--- src/rtl/core/ffa_pkg.sv ---
// Shared types, codes and constants for the first-fit block allocator.
`timescale 1ns / 1ps
package ffa_pkg;

  localparam int          MAX_BLOCKS_DEF   = 64;
  localparam int          HEADER_BYTES_DEF = 40;
  localparam logic [31:0] MAX_REQUEST_RST  = 32'd100000000;
  localparam logic [31:0] HEAP_LIMIT_RST   = 32'd1048576;

  localparam logic [1:0] CMD_ALLOC  = 2'd0;
  localparam logic [1:0] CMD_ZALLOC = 2'd1;
  localparam logic [1:0] CMD_FREE   = 2'd2;
  localparam logic [1:0] CMD_RESIZE = 2'd3;

  localparam logic [2:0] ST_OK       = 3'd0;
  localparam logic [2:0] ST_BAD_SIZE = 3'd1;
  localparam logic [2:0] ST_HEAP     = 3'd2;
  localparam logic [2:0] ST_TABLE    = 3'd3;
  localparam logic [2:0] ST_UNKNOWN  = 3'd4;

  localparam logic REG_MAX_REQUEST = 1'b0;
  localparam logic REG_HEAP_LIMIT  = 1'b1;

  typedef struct packed {
    logic [1:0]  command;
    logic [31:0] size;
    logic [31:0] count;
    logic [31:0] address;
  } in_item_t;

  typedef struct packed {
    logic [31:0] result_address;
    logic [2:0]  status;
    logic [6:0]  free_blocks;
    logic [31:0] free_bytes;
    logic [6:0]  allocated_blocks;
    logic [31:0] allocated_bytes;
    logic [15:0] header_bytes;
  } out_item_t;

  // One table entry: free mark, header start offset, data size.
  typedef struct packed {
    logic        free;
    logic [31:0] start;
    logic [31:0] size;
  } entry_t;

endpackage

--- src/rtl/core/ffa_table.sv ---
// Block table memory: one write port, one registered read port.
`timescale 1ns / 1ps
module ffa_table
  import ffa_pkg::*;
#(
  parameter int MAX_BLOCKS = MAX_BLOCKS_DEF,
  localparam int IW = (MAX_BLOCKS > 1) ? $clog2(MAX_BLOCKS) : 1
) (
  input  logic          clk,
  input  logic          wr_en,
  input  logic [IW-1:0] wr_addr,
  input  entry_t        wr_data,
  input  logic [IW-1:0] rd_addr,
  output entry_t        rd_data
);

  entry_t mem [MAX_BLOCKS];

  always_ff @(posedge clk) begin
    if (wr_en) begin
      mem[wr_addr] <= wr_data;
    end
    rd_data <= mem[rd_addr];
  end

endmodule

--- config.mk ---
export PLATFORM = sky130hd
export DESIGN_NAME = ffa_table
export DESIGN_NICKNAME = d
export VERILOG_FILES = /design/src/rtl/core/ffa_pkg.sv /design/src/rtl/core/ffa_table.sv
export SDC_FILE = /design/constraint.sdc
export NUM_CORES = 2
export LEC_CHECK = 0
export BUFFER_PORTS_ARGS = -buffer_cell sky130_fd_sc_hd__buf_2
export CORE_MARGIN = 3
export CORE_UTILIZATION = 55
export DETAILED_ROUTE_END_ITERATION = 6
export PLACE_DENSITY_LB_ADDON = 0.3
export SLEW_MARGIN = 20
export SYNTH_ARGS = -nofsm -noshare
export SYNTH_HDL_FRONTEND = slang
export SYNTH_MEMORY_MAX_BITS = 65536
export SYNTH_SLANG_ARGS = --single-unit
--- constraint.sdc ---
create_clock -name clk -period 6.92 [get_ports clk]
set_input_delay 1.038 -clock clk [delete_from_list [all_inputs] [get_ports clk]]
set_output_delay 1.038 -clock clk [all_outputs]
set_load 0.05 [all_outputs]
==> flow_metrics.tcl <==
set metrics [dict create \
    power_uw 53500 \
    drt-vias-per-instance 6.93 \
    period_share_pct 48.9 \
    r2r_slack_ns 4.71 \
    max_freq_mhz 296 \
    wl_per_cell_um 38.6 \
    status "finished clean" \
    crit_chain "buf_2, nor2b_4, buf_4, buf_4, a22oi_1, nand3b_1, o211a_1" \
    antenna_left 0 \
    die_w_um 543 \
    cts-resized-gates 0 \
    cts_tree "yes" \
    path_max_fanout 34 \
    die_h_um 543 \
    p_per_area_nw_per_um2 300 \
    instances_no_fill 11135 \
    cts_buffer_depth 4 \
    required_ns 7.81 \
    antenna_found_initial 24 \
    dieArea_um2 294000 \
    drc 0 \
    syn-num-nets 6685 \
    dr.pass1.iters 6 \
    syn-cell-area_um2 158000 \
    port-buffer-count 143 \
    rsz0062_at_grt "no" \
    clk_pin_slew_ns 0.06 \
    area_delta_synth_final_pct 12.8 \
    io_pins 144 \
    skew_ns 0.0670 \
    cts.hold.buffers_added 0 \
    avgSynthCellArea_um2 24.0 \
    dp.cells 10340 \
    core_um2 286000 \
    end_kind "flip-flop" \
    pre_cts_ws_ns 2.70 \
    worstPathBufferInverterCount 3 \
    cpMostUsedCell "buf_4" \
    postLayoutCellArea_um2 179000 \
    drv_slew 0 \
    min_period_ns 3.38 \
    drt_iter0_drc 11982 \
    synthArstFlopShare_pct 0 \
    grt_max_degree 130 \
    grtUsageTotal_pct 29.4 \
    final_common_cell "edfxtp_1" \
    arrival_ns 4.27 \
    place_area_um2 165000 \
    gp_congestion 0.828 \
    ys_ff_latch 4225 \
    drive_gt1_share_pct 28.4 \
    overflow 0 \
    cts_root_buf "clkbuf_16" \
    grt_first_pass_wirelength_mm 605 \
    start_kind "input port" \
    synth-main-ff-cell "edfxtp_1" \
    ys_warn_count 0 \
    rows 196 \
    crit_path_max_incr_delay_ns 0.67 \
    synth_cells 6606 \
    tns_ns 0 \
    cellLeakagePower_uw 0.0555 \
    maxCapViolCount 0 \
    clock-sinks 4225 \
    hpwlAfterDp_mm 227 \
    worstMarginPinSlew_ns 1.16 \
    crit_family "buffers and inverters" \
    slowest_stage "buf_2" \
    final_nets 7078 \
    ys_types 27 \
    clkLatencyLatePin_ns 0.98 \
    htreeDepth 5 \
    vdd_ir_drop_max_mv 0.229 \
    setup_viol 0 \
    initial_utilization_pct 55.4 \
    yosysSeqAreaShare_pct 79.7 \
    timing_hold_violations_final 0 \
    routed_wirelength_mm 430 \
    hp-class "in -> reg" \
    vias 77179 \
    cts_buffers 412 \
    post-cts-setup-buffer-count 0 \
    synth_edf_count 4160 \
    fin_ws_ns 3.54 \
    grt_pass1_vias 77710 \
    worstSetupPathType "in -> reg" \
    relSlewSlack_pct 22.5 \
    mostFrequentLayoutCells "edfxtp_1 (4,160), mux4_2 (1,040), clkbuf_16 (412), a22oi_1 (260), buf_4 (201)" \
]
[registers in the layout, summed over array words and instances (netlist names)]
name,cells
mem,4160
rd_data,65
[logic make-up (layout without fill, tap and decap cells)]
| kind of cell | Yosys count | count (layout) | share of synthesized area [%] |
|---|---|---|---|
| flops | 4225 | 4225 | 79.7 |
| mux | 1143 | 1143 | 15.4 |
| compound gates | 566 | 566 | 2.72 |
| buf+inv | 377 | 1128 | 1.20 |
| simple gates | 295 | 295 | 0.911 |
| other cells | 0 | 16 | 0 |
[worst reg2reg max path, stage by stage, from the launching register on]
cell,delay (ns)
edfxtp_1,0.37
mux4_2,0.47
o22ai_1,0.81
a211oi_1,0.15
o211a_1,0.27
[area by class of cell]
type	count	area, um^2
Sequential cell	4225	126000
Antenna cell	16	40.0
Multi-Input combinational cell	2004	30800
Tap cell	3762	4710
Clock inverter	210	2420
Fill cell	18369	107000
Timing Repair Buffer	356	3210
Clock buffer	562	11300
[metal layers]
| layer | up-vias | wire length, um | GRT usage, % |
|---|---|---|---|
| met4 | 12 | 19500 | 12.1 |
| met3 | 925 | 53000 | 6.67 |
| li1 | 29525 | - | - |
| met5 | - | 73 | 0 |
| met2 | 5538 | 205000 | 45.7 |
| met1 | 41179 | 152000 | 41.0 |
[where the power goes]
| group | leakage, uW | total (uW) | switching (uW) | internal (uW) |
|---|---|---|---|---|
| clock network | 0.00665 | 22500 | 9680 | 12800 |
| logic | 0.0109 | 2610 | 1740 | 876 |
| registers | 0.0380 | 28500 | 141 | 28300 |
[final timing paths]
kind                          from                    to  cells after the start
max                     rd_addr[3]   rd_data[15]$_DFF_P_                      7
min                    wr_data[39]  mem[8][39]$_DFFE_PP_                      1
max reg2reg   mem[4][57]$_DFFE_PP_   rd_data[57]$_DFF_P_                      4
min reg2reg  mem[12][64]$_DFFE_PP_   rd_data[64]$_DFF_P_                      4
[synthesized netlist by cell type (16+ instances only)]
library cell	count	area, um^2
o211a_1	65	651
mux4_2	1040	23400
clkbuf_1	120	450
buf_6	16	180
o22ai_1	130	813
mux2i_1	103	1030
edfxtp_1	4160	125000
buf_1	18	67.6
dfxtp_1	65	1300
nand3b_1	25	188
a22oi_1	260	1950
o221ai_1	46	403
buf_2	186	931
nand3_1	115	576
a211oi_1	65	488
buf_4	37	278
nor2_1	112	420
[through the flow]
stage                     utilization, %  hold slack (ns)
after floorplan                        -            0.780
after global placement              57.6            0.814
after detailed placement            57.6            0.824
after CTS                           62.4            0.633
after global routing                62.5            0.485
final                               62.5            0.509
No activity file was read; power rests on OpenSTA's default activity.
