==> src/rtl/core/ffa_pkg.sv <==
// Shared types, codes and constants for the first-fit block allocator.
`timescale 1ns / 1ps
package ffa_pkg;

  localparam int          MAX_BLOCKS_DEF   = 64;
  localparam int          HEADER_BYTES_DEF = 40;
  localparam logic [31:0] MAX_REQUEST_RST  = 32'd100000000;
  localparam logic [31:0] HEAP_LIMIT_RST   = 32'd1048576;

  localparam logic [1:0] CMD_ALLOC  = 2'd0;
  localparam logic [1:0] CMD_ZALLOC = 2'd1;
  localparam logic [1:0] CMD_FREE   = 2'd2;
  localparam logic [1:0] CMD_RESIZE = 2'd3;

  localparam logic [2:0] ST_OK       = 3'd0;
  localparam logic [2:0] ST_BAD_SIZE = 3'd1;
  localparam logic [2:0] ST_HEAP     = 3'd2;
  localparam logic [2:0] ST_TABLE    = 3'd3;
  localparam logic [2:0] ST_UNKNOWN  = 3'd4;

  localparam logic REG_MAX_REQUEST = 1'b0;
  localparam logic REG_HEAP_LIMIT  = 1'b1;

  typedef struct packed {
    logic [1:0]  command;
    logic [31:0] size;
    logic [31:0] count;
    logic [31:0] address;
  } in_item_t;

  typedef struct packed {
    logic [31:0] result_address;
    logic [2:0]  status;
    logic [6:0]  free_blocks;
    logic [31:0] free_bytes;
    logic [6:0]  allocated_blocks;
    logic [31:0] allocated_bytes;
    logic [15:0] header_bytes;
  } out_item_t;

  // One table entry: free mark, header start offset, data size.
  typedef struct packed {
    logic        free;
    logic [31:0] start;
    logic [31:0] size;
  } entry_t;

endpackage

==> src/rtl/core/ffa_ctrl.sv <==
// Request sequencer: table walks, read-modify-write, counters, result register.
`timescale 1ns / 1ps
module ffa_ctrl
  import ffa_pkg::*;
#(
  parameter int MAX_BLOCKS   = MAX_BLOCKS_DEF,
  parameter int HEADER_BYTES = HEADER_BYTES_DEF,
  localparam int IW = (MAX_BLOCKS > 1) ? $clog2(MAX_BLOCKS) : 1,
  localparam int CW = $clog2(MAX_BLOCKS + 1)
) (
  input  logic          clk,
  input  logic          rst_n,
  input  logic          in_valid,
  output logic          in_ready,
  input  in_item_t      in_data,
  output logic          out_valid,
  input  logic          out_ready,
  output out_item_t     out_data,
  input  logic [31:0]   max_request,
  input  logic [31:0]   heap_limit,
  output logic          wr_en,
  output logic [IW-1:0] wr_addr,
  output entry_t        wr_data,
  output logic [IW-1:0] rd_addr,
  input  entry_t        rd_data
);

  localparam logic [2:0] S_IDLE = 3'd0;
  localparam logic [2:0] S_MUL  = 3'd1;
  localparam logic [2:0] S_CHK  = 3'd2;
  localparam logic [2:0] S_FIND = 3'd3;
  localparam logic [2:0] S_FIT  = 3'd4;
  localparam logic [2:0] S_OLD  = 3'd5;
  localparam logic [2:0] S_DONE = 3'd6;

  localparam logic [31:0] HDR32 = 32'(HEADER_BYTES);
  localparam logic [CW-1:0] MAXB = CW'(MAX_BLOCKS);
  localparam logic [CW-1:0] ONE  = CW'(1);

  logic [2:0]    state_r, state_nxt;
  in_item_t      req_in_r, req_in_nxt;
  logic [63:0]   req_r, req_nxt;
  logic [CW-1:0] scan_r, scan_nxt;
  logic          chk_vld_r, chk_vld_nxt;
  logic [IW-1:0] chk_idx_r, chk_idx_nxt;
  logic [IW-1:0] old_idx_r, old_idx_nxt;
  entry_t        old_ent_r, old_ent_nxt;
  logic [31:0]   res_r, res_nxt;
  logic [2:0]    st_r, st_nxt;
  logic [CW-1:0] total_r, total_nxt;
  logic [CW-1:0] free_cnt_r, free_cnt_nxt;
  logic [31:0]   free_bytes_r, free_bytes_nxt;
  logic [31:0]   alloc_bytes_r, alloc_bytes_nxt;
  logic [31:0]   brk_r, brk_nxt;
  logic [15:0]   hdr_r, hdr_nxt;
  logic          out_valid_r, out_valid_nxt;
  out_item_t     out_data_r, out_data_nxt;

  logic        issue, exhausted, bad, addr_hit, fit_hit, has_old;
  logic [31:0] req32;
  logic [33:0] end_w;

  assign in_ready  = (state_r == S_IDLE);
  assign out_valid = out_valid_r;
  assign out_data  = out_data_r;

  assign req32     = req_r[31:0];
  assign issue     = (scan_r < total_r);
  assign exhausted = !chk_vld_r && !issue;
  assign bad       = (req_r == 64'd0) || (req_r > {32'd0, max_request});
  assign addr_hit  = chk_vld_r &&
                     (({1'b0, rd_data.start} + {1'b0, HDR32}) == {1'b0, req_in_r.address});
  assign fit_hit   = chk_vld_r && rd_data.free && (rd_data.size >= req32);
  assign end_w     = {2'b00, brk_r} + {2'b00, req32} + {2'b00, HDR32};
  assign has_old   = (req_in_r.command == CMD_RESIZE) && (req_in_r.address != 32'd0);

  always_comb begin
    state_nxt       = state_r;
    req_in_nxt      = req_in_r;
    req_nxt         = req_r;
    scan_nxt        = scan_r;
    chk_vld_nxt     = 1'b0;
    chk_idx_nxt     = chk_idx_r;
    old_idx_nxt     = old_idx_r;
    old_ent_nxt     = old_ent_r;
    res_nxt         = res_r;
    st_nxt          = st_r;
    total_nxt       = total_r;
    free_cnt_nxt    = free_cnt_r;
    free_bytes_nxt  = free_bytes_r;
    alloc_bytes_nxt = alloc_bytes_r;
    brk_nxt         = brk_r;
    hdr_nxt         = hdr_r;
    out_valid_nxt   = out_valid_r && !out_ready;
    out_data_nxt    = out_data_r;
    wr_en           = 1'b0;
    wr_addr         = chk_idx_r;
    wr_data         = rd_data;
    rd_addr         = scan_r[IW-1:0];

    unique case (state_r)
      S_IDLE: begin
        if (in_valid) begin
          req_in_nxt = in_data;
          res_nxt    = 32'd0;
          st_nxt     = ST_OK;
          state_nxt  = S_MUL;
        end
      end
      S_MUL: begin
        if (req_in_r.command == CMD_ZALLOC) begin
          req_nxt = 64'(req_in_r.size) * 64'(req_in_r.count);
        end else begin
          req_nxt = {32'd0, req_in_r.size};
        end
        state_nxt = S_CHK;
      end
      S_CHK: begin
        scan_nxt = '0;
        if (req_in_r.command == CMD_FREE) begin
          state_nxt = (req_in_r.address == 32'd0) ? S_DONE : S_FIND;
        end else if (bad) begin
          st_nxt    = ST_BAD_SIZE;
          state_nxt = S_DONE;
        end else begin
          state_nxt = has_old ? S_FIND : S_FIT;
        end
      end
      S_FIND: begin
        chk_vld_nxt = issue;
        chk_idx_nxt = scan_r[IW-1:0];
        scan_nxt    = scan_r + CW'(issue);
        if (addr_hit) begin
          old_idx_nxt = chk_idx_r;
          old_ent_nxt = rd_data;
          chk_vld_nxt = 1'b0;
          if (req_in_r.command == CMD_FREE) begin
            if (!rd_data.free) begin
              wr_en          = 1'b1;
              wr_data.free   = 1'b1;
              free_cnt_nxt   = free_cnt_r + ONE;
              free_bytes_nxt = free_bytes_r + rd_data.size;
            end
            state_nxt = S_DONE;
          end else if (rd_data.size >= req32) begin
            res_nxt   = req_in_r.address;
            state_nxt = S_DONE;
          end else begin
            scan_nxt  = '0;
            state_nxt = S_FIT;
          end
        end else if (exhausted) begin
          st_nxt    = ST_UNKNOWN;
          state_nxt = S_DONE;
        end
      end
      S_FIT: begin
        chk_vld_nxt = issue;
        chk_idx_nxt = scan_r[IW-1:0];
        scan_nxt    = scan_r + CW'(issue);
        if (fit_hit) begin
          wr_en          = 1'b1;
          wr_data.free   = 1'b0;
          free_cnt_nxt   = free_cnt_r - ONE;
          free_bytes_nxt = free_bytes_r - rd_data.size;
          res_nxt        = rd_data.start + HDR32;
          chk_vld_nxt    = 1'b0;
          state_nxt      = has_old ? S_OLD : S_DONE;
        end else if (exhausted) begin
          if (end_w > {2'b00, heap_limit}) begin
            st_nxt    = ST_HEAP;
            state_nxt = S_DONE;
          end else if (total_r >= MAXB) begin
            st_nxt    = ST_TABLE;
            state_nxt = S_DONE;
          end else begin
            wr_en           = 1'b1;
            wr_addr         = total_r[IW-1:0];
            wr_data.free    = 1'b0;
            wr_data.start   = brk_r;
            wr_data.size    = req32;
            total_nxt       = total_r + ONE;
            alloc_bytes_nxt = alloc_bytes_r + req32;
            brk_nxt         = end_w[31:0];
            hdr_nxt         = hdr_r + HDR32[15:0];
            res_nxt         = brk_r + HDR32;
            state_nxt       = has_old ? S_OLD : S_DONE;
          end
        end
      end
      S_OLD: begin
        // Release the block the resize moved away from.
        if (!old_ent_r.free) begin
          wr_en          = 1'b1;
          wr_addr        = old_idx_r;
          wr_data        = old_ent_r;
          wr_data.free   = 1'b1;
          free_cnt_nxt   = free_cnt_r + ONE;
          free_bytes_nxt = free_bytes_r + old_ent_r.size;
        end
        state_nxt = S_DONE;
      end
      S_DONE: begin
        if (!out_valid_r || out_ready) begin
          out_valid_nxt                 = 1'b1;
          out_data_nxt.result_address   = res_r;
          out_data_nxt.status           = st_r;
          out_data_nxt.free_blocks      = 7'(free_cnt_r);
          out_data_nxt.free_bytes       = free_bytes_r;
          out_data_nxt.allocated_blocks = 7'(total_r);
          out_data_nxt.allocated_bytes  = alloc_bytes_r;
          out_data_nxt.header_bytes     = hdr_r;
          state_nxt                     = S_IDLE;
        end
      end
      default: begin
        state_nxt = S_IDLE;
      end
    endcase
  end

  always_ff @(posedge clk) begin
    if (!rst_n) begin
      state_r       <= S_IDLE;
      out_valid_r   <= 1'b0;
      chk_vld_r     <= 1'b0;
      total_r       <= '0;
      free_cnt_r    <= '0;
      free_bytes_r  <= '0;
      alloc_bytes_r <= '0;
      brk_r         <= '0;
      hdr_r         <= '0;
    end else begin
      state_r       <= state_nxt;
      out_valid_r   <= out_valid_nxt;
      chk_vld_r     <= chk_vld_nxt;
      total_r       <= total_nxt;
      free_cnt_r    <= free_cnt_nxt;
      free_bytes_r  <= free_bytes_nxt;
      alloc_bytes_r <= alloc_bytes_nxt;
      brk_r         <= brk_nxt;
      hdr_r         <= hdr_nxt;
    end
  end

  always_ff @(posedge clk) begin
    req_in_r   <= req_in_nxt;
    req_r      <= req_nxt;
    scan_r     <= scan_nxt;
    chk_idx_r  <= chk_idx_nxt;
    old_idx_r  <= old_idx_nxt;
    old_ent_r  <= old_ent_nxt;
    res_r      <= res_nxt;
    st_r       <= st_nxt;
    out_data_r <= out_data_nxt;
  end

endmodule

==> config.mk <==
export PLATFORM = sky130hd
export DESIGN_NAME = ffa_ctrl
export DESIGN_NICKNAME = d
export VERILOG_FILES = /design/src/rtl/core/ffa_pkg.sv /design/src/rtl/core/ffa_ctrl.sv
export SDC_FILE = /design/constraint.sdc
export NUM_CORES = 2
export LEC_CHECK = 0
export BUFFER_PORTS_ARGS = -buffer_cell sky130_fd_sc_hd__buf_2
export CAP_MARGIN = 20
export CORE_MARGIN = 4
export CORE_UTILIZATION = 58
export CTS_BUF_LIST = sky130_fd_sc_hd__clkbuf_16
export CTS_CLUSTER_DIAMETER = 60
export CTS_CLUSTER_SIZE = 25
export DETAILED_ROUTE_END_ITERATION = 6
export PLACE_DENSITY = 0.75
export RECOVER_POWER = 50
export REMOVE_ABC_BUFFERS = 1
export SYNTH_ARGS = -nofsm -noshare
export SYNTH_HDL_FRONTEND = slang
export SYNTH_SLANG_ARGS = --single-unit
==> constraint.sdc <==
create_clock -name clk -period 20.8 [get_ports clk]
set_input_delay 4.16 -clock clk [delete_from_list [all_inputs] [get_ports clk]]
set_output_delay 4.16 -clock clk [all_outputs]
set_load 0.05 [all_outputs]
==> summary.md <==
| Metric | Value |
|---|---|
| Initial DRC Count | `4733` |
| CTS Buf Count | `51` |
| Longest Clk Path Bufs | `3` |
| Achievable frequency | `78.8 MHz` |
| Clock root cell | `clkbuf_16` |
| Clk sink count | `535` |
| Routed wire length | `206 mm` |
| Max-capacitance violation count | `12` |
| Setup WS post-layout | `8.11 ns` |
| Max-slew violation count | `601` |
| Io pins | `440` |
| CTS clk-pin slew, worst paths | `0.08 ns` |
| Main synth FF type | `edfxtp_1` |
| Die Y | `342 um` |
| Total track usage | `0.352` |
| Worst min path class | `flip-flop to flip-flop` |
| Vias/cell | `6.10` |
| Setup Viol. Count Final | `0` |
| Ranking of synthesized cells by area | `fa_1 (28%), edfxtp_1 (19%), ha_1 (9.7%), and2_1 (6.0%), inv_1 (5.9%)` |
| Hold path start | `res_r[15]` |
| Reg-to-reg setup timing slack | `11.05 ns` |
| Number of global-route vias before repair | `53000` |
| Setup_tns | `0 ns` |
| CP Max Fanout | `47` |
| Crit path capture type | `output pin` |
| FILL cells | `roughly 9300` |
| Worst-case clock skew | `0.0548 ns` |
| RD Place Congestion | `0.958` |
| Clock latency on the worst-skew pair | `0.69 ns` |
| Worst-Margin Slew | `around 4.6 ns` |
| Initial Utilization | `0.585` |
| Std cell rows | `122` |
| Final Util | `0.630` |
| Hold path cells | `0` |
| Required time at the worst-slack endpoint | `roughly 17 ns` |
| Crit Reg-Reg Endpoint | `req_r[58]` |
| Mapped Cells | `6743` |
| FF/Latch Area | `between 10000 and 15000 sq um` |
| Synth cell types | `89` |
| Hold EP | `out_data[112]` |
| RSZ-0062 raised after global routing | `no` |
| DRC Markers | `0` |
| Final ANT Viol Nets | `0` |
| H-tree Lvls | `2` |
| Share of post-route cells with drive strength above 1 | `0.0793` |
| Failing checks | `capacitance limit, slew limit` |
| Synth top area share | `0.278` |
| Core area | `111000 sq um` |
| WL/cell | `24.3 um` |
| Slew HR | `-2.07` |
| Nets | `8603` |
| Most frequent cells in the layout | `inv_1 (1011), fa_1 (900), nand2_1 (739)` |
| Kind of critical path | `input port to output pin` |
| FF-to-FF path depth | `21` |
| Number of setup buffers added after CTS | `0` |
| Die width | `342 um` |
| Post-synth EDFFs | `slightly above 400` |
| Commonest non-fill, non-tap cell in the layout | `inv_1` |
| Die area | `117000 sq um` |
| P&R area growth vs syn | `7.83%` |
| Multi-input logic area | `44700 sq um` |
| Synth Warn # | `0` |
| Hold_buf cts | `0` |
| Final period util | `0.610` |
| Final Hold Viols | `0` |
| CTS tree | `yes` |
| Cell area after synthesis | `64700 sq um` |
| Dpl hpwl | `around 150 mm` |
| Status | `finished with violations` |
| FF-to-FF Start | `req_in_r[66]` |
| Port buffer count | `around 440` |
| Critical Path AT | `between 8 and 9 ns` |
| Synth async-reset ratio | `0` |
| GRT overflow | `0` |
| Post-synth top area cell | `fa_1` |
| Initial antenna violation count | `10` |
| Largest net degree at the start of global routing | `77` |
| Post-CTS resize count | `0` |
| Synthesized flop and latch total | `535` |
| Drt pass-1 iters | `6` |
| Via count | `around 52000` |
| Tmin final | `12.69 ns` |
| Mean area per synthesized cell | `9.59 sq um` |
| Dpl ws | `around 8.5 ns` |
| First-pass GRT wire length | `between 300 and 400 mm` |
| Worst setup SP type | `input port` |
| Register area share after synthesis | `0.229` |
[through the flow]
step,hold slack [ns],cells,area [sq um]
floorplan,0.400,6386,63300
global placement,0.404,8404,68100
detailed placement,0.405,8404,68100
CTS,0.412,8499,69900
global route,0.416,8499,69700
finish,0.395,8504,69800
[synth_stat cells, types with 41 or more instances]
master,instances
clkbuf_1,307
ha_1,503
edfxtp_1,407
xnor2_1,141
nor2_1,242
a21oi_1,270
mux2i_1,101
o21ai_0,174
nand4_1,66
and2_1,616
nand2_1,739
nor3_1,83
a211oi_1,52
fa_1,900
inv_1,1011
dfxtp_1,128
nor4_1,41
nand2b_1,57
xor2_1,85
a21o_1,142
nand3_1,87
[sequential cells by signal (all words and copies together) (netlist names), 7 cells and up]
register / flops
out_data: 126
free_cnt_r: 7
req_in_r: 98
old_ent_r: 65
hdr_r: 13
free_bytes_r: 32
total_r: 7
scan_r: 7
brk_r: 32
req_r: 64
res_r: 32
alloc_bytes_r: 32
[worst max path at each step]
| stage | endpoint | slack, ns | cells after the start | from |
|---|---|---|---|---|
| floorplan | wr_data[32] | 5.03 | 11 | heap_limit[31] |
| detailed placement | wr_en | 8.45 | 14 | rd_data[0] |
| CTS | wr_en | 8.43 | 14 | rd_data[0] |
| global placement | wr_en | 8.53 | 13 | rd_data[31] |
| finish | wr_en | 8.11 | 14 | rd_data[0] |
| global route | wr_en | 7.92 | 14 | rd_data[0] |
[cell type report]
class	count	share of cell area
multi-input cells	4840	0.641
flip-flops and latches	535	0.212
repair buffers	530	0.0390
well taps	1488	0.0267
clock buffers	52	0.0187
clock inverters	43	0.00802
inverters	1011	0.0544
diodes	5	0.000179
[critical path: stages]
cell and delay (ns):
clkbuf_1 0.31, inv_1 0.15, ha_1 0.30, nand2b_1 0.14, a2111oi_0 0.43, a2bb2oi_1 0.30
a311o_1 0.51, a21o_1 0.19, buf_4 0.36, nor2_2 0.24, nor3_2 0.31, buf_4 0.62
nand2_1 0.19, buf_2 0.27
[kinds of logic (layout without fill, tap and decap cells)]
logic type,count (synthesis),in the layout,synth area share
buffers and inverters,1370,1636,0.0811
XOR/XNOR,227,227,0.0309
other,1,8,0.0000580
multiplexers,105,105,0.0164
flip-flops,535,535,0.229
AO/OA/AOI/OAI,1002,1002,0.103
adder cells (fa/ha/maj),1403,1403,0.376
AND/OR/NAND/NOR,2100,2100,0.165
[metal layers]
| layer | track usage | part of all wire | vias up |
|---|---|---|---|
| met4 | 0.167 | 0.057 | 16 |
| met5 | 0 | 0.00049 | - |
| li1 | - | - | 22500 |
| met3 | 0.0831 | 0.11 | 674 |
| met1 | 0.452 | 0.38 | 25700 |
| met2 | 0.567 | 0.46 | 2936 |
Power is left out: the tool's default activity adds up to more than one toggle a clock period on the data nets, which glitch-free logic cannot reach.
